File: src/rtl/ir_pulse_distance_frame_encoder_assert.svh
// Assertion macros used by the frame encoder's slot sequencer.
// Expects i_clk and i_rst_n in the scope of the including module.
`ifndef IR_PULSE_DISTANCE_FRAME_ENCODER_ASSERT_SVH
`define IR_PULSE_DISTANCE_FRAME_ENCODER_ASSERT_SVH

// same-cycle implication
`define IRPD_ASSERT_IMPL(name, ante, cons) \
    name: assert property (@(posedge i_clk) disable iff (!i_rst_n) (ante) |-> (cons)) \
        else $error("irpd: same-cycle check failed");

// next-cycle implication
`define IRPD_ASSERT_NEXT(name, ante, cons) \
    name: assert property (@(posedge i_clk) disable iff (!i_rst_n) (ante) |=> (cons)) \
        else $error("irpd: next-cycle check failed");

`endif

File: src/rtl/irpd_pkg.sv
// Types, constants and register defaults for the IR pulse-distance frame encoder.
// No dependencies.
`timescale 1ns / 1ps
`default_nettype none
package irpd_pkg;

    localparam int MAX_PREFIX_BITS   = 16;
    localparam int MAX_COMMAND_BITS  = 15;
    localparam int TOGGLE_PLAIN_BITS = 4;

    localparam int CMD_W      = 15;
    localparam int LEN_W      = 4;
    localparam int REP_W      = 8;
    localparam int US_W       = 16;
    localparam int FT_W       = 23;
    localparam int CNT_W      = 5;
    localparam int SEQ_W      = 16;
    localparam int NUM_SEQ    = 4;
    localparam int NUM_SLOTS  = 7;
    localparam int CFG_IDX_W  = 3;
    localparam int CFG_DATA_W = 32;

    localparam logic [FT_W-1:0] FRAME_TIME_MAX = '1;

    // frame slots in transmit order
    localparam logic [2:0] SLOT_HDR  = 3'd0;
    localparam logic [2:0] SLOT_RPT  = 3'd1;
    localparam logic [2:0] SLOT_SEQ0 = 3'd2;
    localparam logic [2:0] SLOT_SEQ3 = 3'd5;
    localparam logic [2:0] SLOT_TRL  = 3'd6;

    // bit order of a sequence segment
    localparam logic [1:0] ORD_PLAIN  = 2'd0;
    localparam logic [1:0] ORD_REV    = 2'd1;
    localparam logic [1:0] ORD_INVREV = 2'd2;
    localparam logic [1:0] ORD_TOGGLE = 2'd3;

    // register indexes
    localparam logic [CFG_IDX_W-1:0] REG_ZERO   = 3'd0;
    localparam logic [CFG_IDX_W-1:0] REG_ONE    = 3'd1;
    localparam logic [CFG_IDX_W-1:0] REG_HEADER = 3'd2;
    localparam logic [CFG_IDX_W-1:0] REG_REPEAT = 3'd3;
    localparam logic [CFG_IDX_W-1:0] REG_OPT    = 3'd4;
    localparam logic [CFG_IDX_W-1:0] REG_PREFIX = 3'd5;
    localparam logic [CFG_IDX_W-1:0] REG_SUFFIX = 3'd6;

    // option bits
    localparam int OPT_HDR      = 0;
    localparam int OPT_TRL      = 1;
    localparam int OPT_RPT      = 2;
    localparam int OPT_RPT_HDR  = 3;
    localparam int OPT_HEADLESS = 4;
    localparam int OPT_TOGGLE   = 5;

    localparam logic [1:0] FMT_NEC = 2'd0;
    localparam logic [1:0] FMT_EXT = 2'd1;

    typedef struct packed {
        logic [31:0] zero_timing;
        logic [31:0] one_timing;
        logic [31:0] header_timing;
        logic [31:0] repeat_timing;
        logic [23:0] options;
        logic [20:0] prefix_code;
        logic [20:0] suffix_code;
    } t_cfg;

    localparam t_cfg CFG_RESET = '{
        zero_timing:   32'h0230_0230,
        one_timing:    32'h0230_0690,
        header_timing: 32'h2328_1194,
        repeat_timing: 32'h2328_08CA,
        options:       24'h02_3007,
        prefix_code:   21'h08_0000,
        suffix_code:   21'h00_0000
    };

    typedef struct packed {
        logic [SEQ_W-1:0] bits;
        logic [CNT_W-1:0] cnt;
        logic [1:0]       order;
    } t_seg;

    typedef struct packed {
        t_seg [NUM_SEQ-1:0] seq;
        logic               hdr;
        logic               rpt;
        logic               trl;
    } t_plan;

    typedef struct packed {
        logic [US_W-1:0] mark;
        logic [US_W-1:0] space;
        logic            last;
    } t_pair;

endpackage
`default_nettype wire

File: src/rtl/irpd_if.sv
// Handshake channels of the frame encoder: command in, pair out, register write.
// Depends on irpd_pkg.
`timescale 1ns / 1ps
`default_nettype none
interface irpd_cmd_if;
    import irpd_pkg::*;
    logic             valid;
    logic             ready;
    logic [CMD_W-1:0] command_bits;
    logic [LEN_W-1:0] command_length;
    logic [REP_W-1:0] repetition;
    modport source (output valid, command_bits, command_length, repetition, input ready);
    modport sink   (input valid, command_bits, command_length, repetition, output ready);
endinterface

interface irpd_pair_if;
    import irpd_pkg::*;
    logic            valid;
    logic            ready;
    logic [US_W-1:0] mark_us;
    logic [US_W-1:0] space_us;
    logic            last;
    logic [FT_W-1:0] frame_time_us;
    modport source (output valid, mark_us, space_us, last, frame_time_us, input ready);
    modport sink   (input valid, mark_us, space_us, last, frame_time_us, output ready);
endinterface

interface irpd_cfg_if;
    import irpd_pkg::*;
    logic                  valid;
    logic                  ready;
    logic [CFG_IDX_W-1:0]  index;
    logic [CFG_DATA_W-1:0] data;
    modport source (output valid, index, data, input ready);
    modport sink   (input valid, index, data, output ready);
endinterface
`default_nettype wire

File: src/rtl/irpd_cfg.sv
// Configuration register file of the frame encoder.
// Depends on irpd_pkg and irpd_if.
`timescale 1ns / 1ps
`default_nettype none
module irpd_cfg (
    input  wire logic      i_clk,
    input  wire logic      i_rst_n,
    irpd_cfg_if.sink       i_cfg,
    output irpd_pkg::t_cfg o_cfg
);
    import irpd_pkg::*;

    t_cfg r_cfg;

    assign i_cfg.ready = 1'b1;
    assign o_cfg       = r_cfg;

    always_ff @(posedge i_clk) begin
        if (!i_rst_n) begin
            r_cfg <= CFG_RESET;
        end else if (i_cfg.valid) begin
            unique case (i_cfg.index)
                REG_ZERO:   r_cfg.zero_timing   <= i_cfg.data;
                REG_ONE:    r_cfg.one_timing    <= i_cfg.data;
                REG_HEADER: r_cfg.header_timing <= i_cfg.data;
                REG_REPEAT: r_cfg.repeat_timing <= i_cfg.data;
                REG_OPT:    r_cfg.options       <= i_cfg.data[23:0];
                REG_PREFIX: r_cfg.prefix_code   <= i_cfg.data[20:0];
                REG_SUFFIX: r_cfg.suffix_code   <= i_cfg.data[20:0];
                default: ;
            endcase
        end
    end

endmodule
`default_nettype wire

File: src/rtl/irpd_plan.sv
// Frame planner: picks the frame kind and lays out its slots and bit segments.
// Depends on irpd_pkg.
`timescale 1ns / 1ps
`default_nettype none
module irpd_plan (
    input  wire irpd_pkg::t_cfg              i_cfg,
    input  wire logic [irpd_pkg::CMD_W-1:0]  i_command_bits,
    input  wire logic [irpd_pkg::LEN_W-1:0]  i_command_length,
    input  wire logic [irpd_pkg::REP_W-1:0]  i_repetition,
    output irpd_pkg::t_plan                  o_plan
);
    import irpd_pkg::*;

    function automatic t_seg mk_seg(logic [SEQ_W-1:0] bits, logic [CNT_W-1:0] cnt,
                                    logic [1:0] order);
        t_seg s;
        s.bits  = bits;
        s.cnt   = cnt;
        s.order = order;
        return s;
    endfunction

    logic [23:0]      opts;
    logic [1:0]       fmt;
    logic             rep_nz;
    logic [SEQ_W-1:0] pbits, sbits, cbits;
    logic [CNT_W-1:0] pcnt, scnt, clen, clen_raw;

    always_comb begin
        opts     = i_cfg.options;
        fmt      = opts[7:6];
        rep_nz   = (i_repetition != '0);
        pbits    = i_cfg.prefix_code[15:0];
        sbits    = i_cfg.suffix_code[15:0];
        cbits    = {1'b0, i_command_bits};
        pcnt     = (i_cfg.prefix_code[20:16] > CNT_W'(MAX_PREFIX_BITS)) ?
                   CNT_W'(MAX_PREFIX_BITS) : i_cfg.prefix_code[20:16];
        scnt     = (i_cfg.suffix_code[20:16] > CNT_W'(MAX_PREFIX_BITS)) ?
                   CNT_W'(MAX_PREFIX_BITS) : i_cfg.suffix_code[20:16];
        clen_raw = {1'b0, i_command_length};
        clen     = (clen_raw > CNT_W'(MAX_COMMAND_BITS)) ? CNT_W'(MAX_COMMAND_BITS) : clen_raw;

        o_plan = '0;
        if (opts[OPT_RPT] && rep_nz) begin
            o_plan.hdr = opts[OPT_RPT_HDR] && opts[OPT_HDR];
            o_plan.rpt = 1'b1;
        end else if (opts[OPT_HEADLESS] && rep_nz) begin
            o_plan.seq[0] = mk_seg(pbits, pcnt, ORD_PLAIN);
            o_plan.seq[1] = mk_seg(cbits, clen, ORD_PLAIN);
            o_plan.seq[2] = mk_seg(sbits, scnt, ORD_PLAIN);
        end else if (opts[OPT_TOGGLE] && i_repetition[0]) begin
            o_plan.seq[0] = mk_seg(cbits, clen, ORD_TOGGLE);
        end else begin
            o_plan.hdr = opts[OPT_HDR];
            if (fmt == FMT_NEC) begin
                o_plan.seq[0] = mk_seg(pbits, pcnt, ORD_REV);
                o_plan.seq[1] = mk_seg(pbits, pcnt, ORD_INVREV);
                o_plan.seq[2] = mk_seg(cbits, clen, ORD_REV);
                o_plan.seq[3] = mk_seg(cbits, clen, ORD_INVREV);
            end else if (fmt == FMT_EXT) begin
                o_plan.seq[0] = mk_seg(pbits, pcnt, ORD_REV);
                o_plan.seq[1] = mk_seg(cbits, clen, ORD_REV);
                o_plan.seq[2] = mk_seg(cbits, clen, ORD_INVREV);
            end else begin
                o_plan.seq[0] = mk_seg(pbits, pcnt, ORD_PLAIN);
                o_plan.seq[1] = mk_seg(cbits, clen, ORD_PLAIN);
                o_plan.seq[2] = mk_seg(sbits, scnt, ORD_PLAIN);
            end
        end
        // every frame kind ends with the optional trailer mark
        o_plan.trl = opts[OPT_TRL];
    end

endmodule
`default_nettype wire

File: src/rtl/irpd_seq.sv
// Slot sequencer: walks the planned slots, one mark/space pair per cycle while i_load_ok is high.
// Depends on irpd_pkg and the assertion macro header.
`timescale 1ns / 1ps
`default_nettype none
`include "ir_pulse_distance_frame_encoder_assert.svh"
module irpd_seq (
    input  wire logic            i_clk,
    input  wire logic            i_rst_n,
    input  wire irpd_pkg::t_cfg  i_cfg,
    input  wire logic            i_cmd_vld,
    output logic                 o_cmd_rdy,
    input  wire irpd_pkg::t_plan i_plan,
    output logic                 o_pair_vld,
    output irpd_pkg::t_pair      o_pair,
    input  wire logic            i_load_ok
);
    import irpd_pkg::*;

    function automatic logic [NUM_SLOTS-1:0][CNT_W-1:0] plan_lens(t_plan p);
        logic [NUM_SLOTS-1:0][CNT_W-1:0] l;
        l           = '0;
        l[SLOT_HDR] = {{(CNT_W-1){1'b0}}, p.hdr};
        l[SLOT_RPT] = {{(CNT_W-1){1'b0}}, p.rpt};
        l[SLOT_TRL] = {{(CNT_W-1){1'b0}}, p.trl};
        for (int i = 0; i < NUM_SEQ; i++) begin
            l[int'(SLOT_SEQ0) + i] = p.seq[i].cnt;
        end
        return l;
    endfunction

    // lowest nonempty slot at or above 'from'; msb flags a hit
    function automatic logic [3:0] find_slot(logic [NUM_SLOTS-1:0] ne, logic [3:0] from);
        logic [3:0] res;
        res = '0;
        for (int i = NUM_SLOTS - 1; i >= 0; i--) begin
            if (ne[i] && (4'(i) >= from)) res = {1'b1, 3'(i)};
        end
        return res;
    endfunction

    logic                            r_busy;
    logic [2:0]                      r_slot;
    logic [CNT_W-1:0]                r_k;
    t_plan                           r_plan;

    logic [NUM_SLOTS-1:0][CNT_W-1:0] lens, lens_in;
    logic [NUM_SLOTS-1:0]            ne, ne_in;
    logic [CNT_W-1:0]                len_cur, pos;
    logic [3:0]                      first, nxt;
    logic [2:0]                      slot_rel;
    t_seg                            seg;
    logic                            acc_in, advance, at_end, bit_val;

    always_comb begin
        lens    = plan_lens(r_plan);
        lens_in = plan_lens(i_plan);
        for (int i = 0; i < NUM_SLOTS; i++) begin
            ne[i]    = (lens[i] != '0);
            ne_in[i] = (lens_in[i] != '0);
        end
        len_cur = lens[r_slot];
        first   = find_slot(ne_in, 4'd0);
        nxt     = find_slot(ne, {1'b0, r_slot} + 4'd1);
        at_end  = (r_k == len_cur - CNT_W'(1));

        acc_in  = i_cmd_vld && !r_busy;
        advance = r_busy && i_load_ok;

        slot_rel = r_slot - SLOT_SEQ0;
        seg      = r_plan.seq[slot_rel[1:0]];
        pos      = (seg.order == ORD_REV || seg.order == ORD_INVREV) ?
                   (seg.cnt - CNT_W'(1) - r_k) : r_k;
        bit_val  = seg.bits[pos[3:0]];
        if (seg.order == ORD_INVREV) begin
            bit_val = !bit_val;
        end else if (seg.order == ORD_TOGGLE && r_k >= CNT_W'(TOGGLE_PLAIN_BITS)) begin
            bit_val = !bit_val;
        end

        o_pair.last = at_end && !nxt[3];
        unique case (r_slot) inside
            SLOT_HDR: begin
                o_pair.mark  = i_cfg.header_timing[31:16];
                o_pair.space = i_cfg.header_timing[15:0];
            end
            SLOT_RPT: begin
                o_pair.mark  = i_cfg.repeat_timing[31:16];
                o_pair.space = i_cfg.repeat_timing[15:0];
            end
            [SLOT_SEQ0:SLOT_SEQ3]: begin
                o_pair.mark  = bit_val ? i_cfg.one_timing[31:16] : i_cfg.zero_timing[31:16];
                o_pair.space = bit_val ? i_cfg.one_timing[15:0]  : i_cfg.zero_timing[15:0];
            end
            SLOT_TRL: begin
                o_pair.mark  = i_cfg.options[23:8];
                o_pair.space = '0;
            end
            default: begin
                o_pair.mark  = '0;
                o_pair.space = '0;
            end
        endcase
    end

    assign o_cmd_rdy  = !r_busy;
    assign o_pair_vld = r_busy;

    always_ff @(posedge i_clk) begin
        if (!i_rst_n) begin
            r_busy <= 1'b0;
            r_slot <= SLOT_HDR;
            r_k    <= '0;
        end else if (acc_in) begin
            r_busy <= first[3];
            r_slot <= first[2:0];
            r_k    <= '0;
        end else if (advance) begin
            if (at_end) begin
                r_k <= '0;
                if (nxt[3]) r_slot <= nxt[2:0];
                else        r_busy <= 1'b0;
            end else begin
                r_k <= r_k + CNT_W'(1);
            end
        end
    end

    always_ff @(posedge i_clk) begin
        if (acc_in) r_plan <= i_plan;
    end

    `IRPD_ASSERT_IMPL(a_k_in_range, r_busy, r_k < len_cur)
    `IRPD_ASSERT_IMPL(a_slot_nonempty, r_busy, ne[r_slot])
    `IRPD_ASSERT_NEXT(a_last_ends_frame, advance && o_pair.last, !r_busy)
    `IRPD_ASSERT_NEXT(a_accept_starts, acc_in && (|ne_in), r_busy && r_k == '0)

endmodule
`default_nettype wire

File: src/rtl/irpd_acc.sv
// Output stage: frame time accumulator and result register.
// Depends on irpd_pkg and irpd_if.
`timescale 1ns / 1ps
`default_nettype none
module irpd_acc (
    input  wire logic            i_clk,
    input  wire logic            i_rst_n,
    input  wire logic            i_pair_vld,
    input  wire irpd_pkg::t_pair i_pair,
    output logic                 o_load_ok,
    irpd_pair_if.source          o_out
);
    import irpd_pkg::*;

    logic            r_vld;
    logic [FT_W-1:0] r_total;
    logic [US_W-1:0] r_mark, r_space;
    logic            r_last;
    logic [FT_W-1:0] r_time;

    logic            load;
    logic [FT_W:0]   sum;
    logic [FT_W-1:0] sat;

    always_comb begin
        o_load_ok = !r_vld || o_out.ready;
        load      = i_pair_vld && o_load_ok;
        sum       = {1'b0, r_total} + (FT_W + 1)'(i_pair.mark) + (FT_W + 1)'(i_pair.space);
        sat       = (sum > {1'b0, FRAME_TIME_MAX}) ? FRAME_TIME_MAX : sum[FT_W-1:0];
    end

    always_ff @(posedge i_clk) begin
        if (!i_rst_n) begin
            r_vld   <= 1'b0;
            r_total <= '0;
        end else begin
            if (load)             r_vld <= 1'b1;
            else if (o_out.ready) r_vld <= 1'b0;
            // running sum restarts after the final pair
            if (load) r_total <= i_pair.last ? '0 : sat;
        end
    end

    always_ff @(posedge i_clk) begin
        if (load) begin
            r_mark  <= i_pair.mark;
            r_space <= i_pair.space;
            r_last  <= i_pair.last;
            r_time  <= i_pair.last ? sat : '0;
        end
    end

    assign o_out.valid         = r_vld;
    assign o_out.mark_us       = r_mark;
    assign o_out.space_us      = r_space;
    assign o_out.last          = r_last;
    assign o_out.frame_time_us = r_time;

endmodule
`default_nettype wire

File: src/rtl/ir_pulse_distance_frame_encoder.sv
// Channel   Dir  Beat                         Payload
// i_cmd     in   valid & ready                command_bits, command_length, repetition
// o_pair    out  valid & ready                mark_us, space_us, last, frame_time_us
// i_cfg     in   valid & ready (always ready) index, data
//
// A command beat is taken when the sequencer is idle; a frame of N pairs then
// occupies the sequencer until its last pair is loaded, one pair per cycle
// unless o_pair stalls; only then is the next command beat taken. N is at most
// 64. A frame with nothing to send produces no beat and frees the sequencer at once.
// The output register stalls the sequencer while a pair waits on o_pair.
// Reset is synchronous, active low, and restores the register defaults.
// Top level; depends on irpd_pkg, irpd_if, irpd_cfg, irpd_plan, irpd_seq, irpd_acc.
`timescale 1ns / 1ps
`default_nettype none
module ir_pulse_distance_frame_encoder (
    input  wire logic   i_clk,
    input  wire logic   i_rst_n,
    irpd_cmd_if.sink    i_cmd,
    irpd_pair_if.source o_pair,
    irpd_cfg_if.sink    i_cfg
);
    import irpd_pkg::*;

    t_cfg  cfg;
    t_plan plan;
    t_pair pair;
    logic  pair_vld;
    logic  load_ok;
    logic  cmd_rdy;

    irpd_cfg u_cfg (
        .i_clk   (i_clk),
        .i_rst_n (i_rst_n),
        .i_cfg   (i_cfg),
        .o_cfg   (cfg)
    );

    irpd_plan u_plan (
        .i_cfg            (cfg),
        .i_command_bits   (i_cmd.command_bits),
        .i_command_length (i_cmd.command_length),
        .i_repetition     (i_cmd.repetition),
        .o_plan           (plan)
    );

    irpd_seq u_seq (
        .i_clk      (i_clk),
        .i_rst_n    (i_rst_n),
        .i_cfg      (cfg),
        .i_cmd_vld  (i_cmd.valid),
        .o_cmd_rdy  (cmd_rdy),
        .i_plan     (plan),
        .o_pair_vld (pair_vld),
        .o_pair     (pair),
        .i_load_ok  (load_ok)
    );

    irpd_acc u_acc (
        .i_clk      (i_clk),
        .i_rst_n    (i_rst_n),
        .i_pair_vld (pair_vld),
        .i_pair     (pair),
        .o_load_ok  (load_ok),
        .o_out      (o_pair)
    );

    assign i_cmd.ready = cmd_rdy;

endmodule
`default_nettype wire

File: src/flat_wrapper.sv
// flat-port wrapper written by rule: the top's interface ports become plain ports
module ir_pulse_distance_frame_encoder_flat import irpd_pkg::*;
  (i_clk, i_rst_n, i_cmd_valid, i_cmd_command_bits, i_cmd_command_length, i_cmd_repetition, i_cmd_ready, o_pair_valid, o_pair_mark_us, o_pair_space_us, o_pair_last, o_pair_frame_time_us, o_pair_ready, i_cfg_valid, i_cfg_index, i_cfg_data, i_cfg_ready);
  irpd_cmd_if i_cmd_i ();
  irpd_pair_if o_pair_i ();
  irpd_cfg_if i_cfg_i ();
  input  wire logic i_clk;
  input  wire logic i_rst_n;
  input wire logic [$bits(i_cmd_i.valid)-1:0] i_cmd_valid;
  input wire logic [$bits(i_cmd_i.command_bits)-1:0] i_cmd_command_bits;
  input wire logic [$bits(i_cmd_i.command_length)-1:0] i_cmd_command_length;
  input wire logic [$bits(i_cmd_i.repetition)-1:0] i_cmd_repetition;
  output wire logic [$bits(i_cmd_i.ready)-1:0] i_cmd_ready;
  output wire logic [$bits(o_pair_i.valid)-1:0] o_pair_valid;
  output wire logic [$bits(o_pair_i.mark_us)-1:0] o_pair_mark_us;
  output wire logic [$bits(o_pair_i.space_us)-1:0] o_pair_space_us;
  output wire logic [$bits(o_pair_i.last)-1:0] o_pair_last;
  output wire logic [$bits(o_pair_i.frame_time_us)-1:0] o_pair_frame_time_us;
  input wire logic [$bits(o_pair_i.ready)-1:0] o_pair_ready;
  input wire logic [$bits(i_cfg_i.valid)-1:0] i_cfg_valid;
  input wire logic [$bits(i_cfg_i.index)-1:0] i_cfg_index;
  input wire logic [$bits(i_cfg_i.data)-1:0] i_cfg_data;
  output wire logic [$bits(i_cfg_i.ready)-1:0] i_cfg_ready;
  assign i_cmd_i.valid = i_cmd_valid;
  assign i_cmd_i.command_bits = i_cmd_command_bits;
  assign i_cmd_i.command_length = i_cmd_command_length;
  assign i_cmd_i.repetition = i_cmd_repetition;
  assign i_cmd_ready = i_cmd_i.ready;
  assign o_pair_valid = o_pair_i.valid;
  assign o_pair_mark_us = o_pair_i.mark_us;
  assign o_pair_space_us = o_pair_i.space_us;
  assign o_pair_last = o_pair_i.last;
  assign o_pair_frame_time_us = o_pair_i.frame_time_us;
  assign o_pair_i.ready = o_pair_ready;
  assign i_cfg_i.valid = i_cfg_valid;
  assign i_cfg_i.index = i_cfg_index;
  assign i_cfg_i.data = i_cfg_data;
  assign i_cfg_ready = i_cfg_i.ready;
  ir_pulse_distance_frame_encoder u_core (.i_clk(i_clk), .i_rst_n(i_rst_n), .i_cmd(i_cmd_i), .o_pair(o_pair_i), .i_cfg(i_cfg_i));
endmodule
File: config.mk
export PLATFORM = sky130hd
export DESIGN_NAME = ir_pulse_distance_frame_encoder_flat
export DESIGN_NICKNAME = d
export VERILOG_FILES = /design/src/rtl/irpd_pkg.sv /design/src/rtl/irpd_if.sv /design/src/rtl/irpd_cfg.sv /design/src/rtl/irpd_plan.sv /design/src/rtl/irpd_seq.sv /design/src/rtl/irpd_acc.sv /design/src/rtl/ir_pulse_distance_frame_encoder.sv /design/src/flat_wrapper.sv
export VERILOG_INCLUDE_DIRS = /design/src /design/src/rtl
export SDC_FILE = /design/constraint.sdc
export NUM_CORES = 1
export LEC_CHECK = 0
export ABC_AREA = 1
export BUFFER_PORTS_ARGS = -buffer_cell sky130_fd_sc_hd__clkbuf_2
export CAP_MARGIN = 20
export CORE_MARGIN = 2
export CORE_UTILIZATION = 55
export CTS_CLUSTER_SIZE = 10
export DETAILED_ROUTE_END_ITERATION = 8
export HOLD_SLACK_MARGIN = 0.05
export PLACE_DENSITY = 0.85
export SLEW_MARGIN = 30
export SYNTH_ARGS = -nofsm -noshare
export SYNTH_HDL_FRONTEND = slang
export SYNTH_HIERARCHICAL = 1
export SYNTH_SLANG_ARGS = --single-unit
File: constraint.sdc
create_clock -name i_clk -period 6.8 [get_ports i_clk]
set_input_delay 0.34 -clock i_clk [delete_from_list [all_inputs] [get_ports i_clk]]
set_output_delay 0.34 -clock i_clk [all_outputs]
set_load 0.05 [all_outputs]
==> summary.md <==
| Metric | Value |
|---|---|
| Slew @ Worst Pin | between 1 and 1.5 ns |
| Worst Setup End Kind | flip-flop |
| Hold WS | just under 0.07 ns |
| Die area | 38700 µm² |
| Core Area | ~37000 µm² |
| HP Class | in -> reg |
| Initial core utilization | 55.8% |
| Finished Layout Cells | approximately 3500 |
| Final period util | 93.6% |
| Inst Count DP | 3370 |
| Slowest-stage cell, CP | dfxtp_1 |
| F_max | between 150 and 200 MHz |
| Crit Path Max Fanout | 32 |
| Largest area contributor in the netlist | dfxtp_1 |
| Relative slew slack | 31.7% |
| Maximum clock path buffer count | 3 |
| Nets | between 3000 and 4000 |
| Clock Skews | between 0.02 and 0.03 ns |
| CTS Root Cell | clkbuf_16 |
| Synth Register Bits | 378 |
| Ranking of synthesized cells by area | dfxtp_1 22%, edfxtp_1 22%, nand2_1 16% |
| LEAKAGE | 10.6 nW |
| Required @ worst endpoint | around 7.1 ns |
| Worst vdd ir | 0.211 mV |
| Diodes inserted | 0 |
| Primary FF master, synth | dfxtp_1 |
| Syn. warnings | 6 |
| Synth Instances | 2896 |
| Total grt overflow | 0 |
| Outcome | completed |
| DRC marker count from the first detailed-route iteration | 2674 |
| Clock H-tree levels | 2 |
| Post-synth EDFFs | 151 |
| Yosys cell types | 45 |
| Dpl hpwl | 41.5 mm |
| Clock latency on the worst-skew pair | 0.59 ns |
| Syn_area_per_cell | 7.06 µm² |
| Die Ht | 197 µm |
| WS Path Type | reg -> reg |
| Buffers on Ports | 124 |
| Vias post-DR | 19722 |
| Reg clk slew, reported paths | 0.06 ns |
| Synth-to-layout area growth | 11.4% |
| Number of top-level pins | 126 |
| Quantity of gates resized following cts | 0 |
| Worst path max stage delay | 0.51 ns |
| Pwr/cell area | 352 nW/µm² |
| First-pass GRT wire length | 97.8 mm |
| Share of cells above drive strength 1 | roughly 9.1% |
| DRC | 0 |
| Dpl ws | 0.370 ns |
| Final setup TNS | 0 ns |
| Clock net sink count | 378 |
| Initial antenna violation count | 0 |
| Gr usage total | 32.0% |
| Largest net degree at the start of global routing | 126 |
| GPL Wtd Cong | 0.964 |
| Inserted Clock Buffers | between 40 and 50 |
| Fin. max-slew vios | 0 |
| Die W | 197 µm |
| TritonRoute pass-1 iters | 7 |
| Ys async rst share | 0% |
| Share of the synthesized area in the top cell type | between 20% and 30% |
| CTS tree | built |
| Max-cap viol count | 0 |
| Mapped cell area | 20400 µm² |
| Total routed wirelength | 62.1 mm |
| Cell row count | 70 |
| Final setup vio count | 0 |
| Vias in the first global route | 18503 |
| Routed wire per std cell | around 18 µm |
| Startpoint types | flip-flop |
| Final Worst Setup Slack | ~0.44 ns |
| Minimum clock period after layout | 6.36 ns |
| RSZ-0062 raised after global routing | false |
| Data arrival, critical path | about 6.7 ns |
| ANT nets after route | 0 |
| Hold Violations, Final | 0 |
| Vias per inst | 5.69 |
| Sequential fraction of the synthesis area | 44.4% |
Yosys cell counts, types with 2 or more instances:
cell type	instances
clkbuf_1	60
and2_1	2
inv_2	9
buf_6	10
ha_1	29
o21ai_1	7
a221oi_1	16
xnor2_1	9
o31ai_1	2
conb_1	2
o21ai_4	2
buf_1	16
nor2_2	10
o21ai_0	11
nor3_1	7
edfxtp_1	151
buf_4	11
nand2_2	12
nand4_1	15
dfxtp_1	227
a32o_1	16
nand3_2	6
nand3b_1	14
nand3_1	372
buf_2	57
xor2_1	4
nand2_1	872
inv_1	332
nor2_1	476
o21ai_2	2
a21oi_1	104
clkinv_1	2
fa_1	18
nor2_4	2
cell families after synthesis:
family,after synthesis,share of synthesized area (%)
other,2,0.0368
buffers and inverters,498,10.1
AOI/OAI and AO/OA,166,4.99
adders and majority gates,47,3.54
xor gates and xnor gates,13,0.557
DFF,378,44.4
and+or+nand+nor,1792,36.4
per-layer routing:
layer  share of wire [%]  vias to the layer above  track usage [%]
li1                    -                     9275                -
met3                  11                      183             6.31
met1                  40                     9017             42.8
met4                 4.3                        0             13.7
met2                  45                     1247             50.8
met5                   0                        -                0
where the power goes:
group          total [mW]  internal [mW]  leakage (nW)  switching [mW]
clock network        2.18           1.24         0.619           0.944
registers            2.64           2.55          3.33          0.0930
logic                3.19          0.977          6.67            2.21
per-stage QoR:
step / util (%) / cell area, µm² / power [mW]
floorplan: - / 20400 / 4.98
global placement: 57.8 / 21200 / 5.71
detailed placement: 58.0 / 21200 / 5.77
CTS: 62.1 / 22700 / 7.94
global route: 62.2 / 22800 / 8.46
finish: 62.2 / 22800 / 8.01
sequential cells by signal (all words and copies together), names as in the netlist:
signal,count
u_core/u_cfg/o_cfg,194
u_core/u_acc/o_out.space_us,16
u_core/u_seq/r_slot,3
u_core/u_seq/r_k,5
u_core/u_seq/lens,23
u_core/u_seq/o_pair_vld,1
u_core/u_acc/r_total,23
u_core/u_acc/o_out.mark_us,16
u_core/u_acc/o_out.last,1
u_core/u_acc/o_out.frame_time_us,23
u_core/u_seq/r_plan,72
u_core/u_acc/o_out.valid,1
layout make-up:
| class | count | area, µm² |
|---|---|---|
| clock buffer | 69 | 1220 |
| clock inverter | 3 | 76.3 |
| fill | 3249 | 13800 |
| inverter | 344 | 1300 |
| multi-input combinational | 2022 | 9370 |
| sequential | 378 | 9080 |
| tap | 468 | 586 |
| timing repair buffer | 183 | 1140 |
placed cells by master, fill, tap and decap left out, types with 2 or more instances in the layout:
| cell | synthesis | routed |
|---|---|---|
| inv_1 | 332 | 330 |
| nor3_1 | 7 | 7 |
| nand3_2 | 6 | 6 |
| xnor2_1 | 9 | 9 |
| edfxtp_1 | 151 | 151 |
| nand2_2 | 12 | 13 |
| nor2_4 | 2 | 10 |
| clkbuf_2 | 0 | 123 |
| nand3_1 | 372 | 372 |
| nand4_1 | 15 | 15 |
| o21ai_0 | 11 | 11 |
| dfxtp_1 | 227 | 227 |
| a21oi_1 | 104 | 104 |
| xor2_1 | 4 | 4 |
| inv_2 | 9 | 9 |
| nand2_1 | 872 | 871 |
| nand3b_1 | 14 | 14 |
| o31ai_1 | 2 | 2 |
| o21ai_4 | 2 | 2 |
| nor2_2 | 10 | 10 |
| buf_4 | 11 | 39 |
| o21ai_1 | 7 | 7 |
| clkinv_16 | 0 | 2 |
| clkbuf_1 | 60 | 22 |
| fa_1 | 18 | 18 |
| nor2_1 | 476 | 468 |
| clkinv_1 | 2 | 2 |
| ha_1 | 29 | 29 |
| conb_1 | 2 | 4 |
| a221oi_1 | 16 | 16 |
| a32o_1 | 16 | 16 |
| clkbuf_16 | 0 | 44 |
| dlygate4sd3_1 | 0 | 19 |
| inv_4 | 1 | 2 |
| o21ai_2 | 2 | 2 |
| clkbuf_8 | 0 | 3 |
| and2_1 | 2 | 2 |
what timing repair did:
| action | CTS | global route |
|---|---|---|
| endpoints found under the setup margin | 0 | 22 |
| hold endpoints to repair | 32 | 0 |
| hold buffers | 19 | 0 |
| setup buffers | 0 | 6 |
final timing paths:
kind,start,endpoint,slack (ns),depth (start not counted)
worst max-delay path,u_core/u_seq/r_slot[0]$_SDFFE_PN0P_,u_core/u_acc/o_out.frame_time_us[20]$_SDFFCE_PN0P_,0.44,32
worst min-delay path,i_cfg_data[19],u_core/u_cfg/o_cfg[85]$_SDFFE_PN1P_,0.07,3
worst max register to register,u_core/u_seq/r_slot[0]$_SDFFE_PN0P_,u_core/u_acc/o_out.frame_time_us[20]$_SDFFCE_PN0P_,0.44,32
worst min register to register,u_core/u_cfg/o_cfg[67]$_SDFFE_PN1P_,u_core/u_cfg/o_cfg[67]$_SDFFE_PN1P_,0.46,2
critical path: cells and delay by family (launching register included):
kind	cells	cell delay, ns
flip-flops	1	0.51
buffers and inverters	7	1.35
AND/OR/NAND/NOR	19	2.02
AO/OA/AOI/OAI	1	0.43
adder cells (fa/ha/maj)	5	1.78
Power figures use the tool's default switching activity.
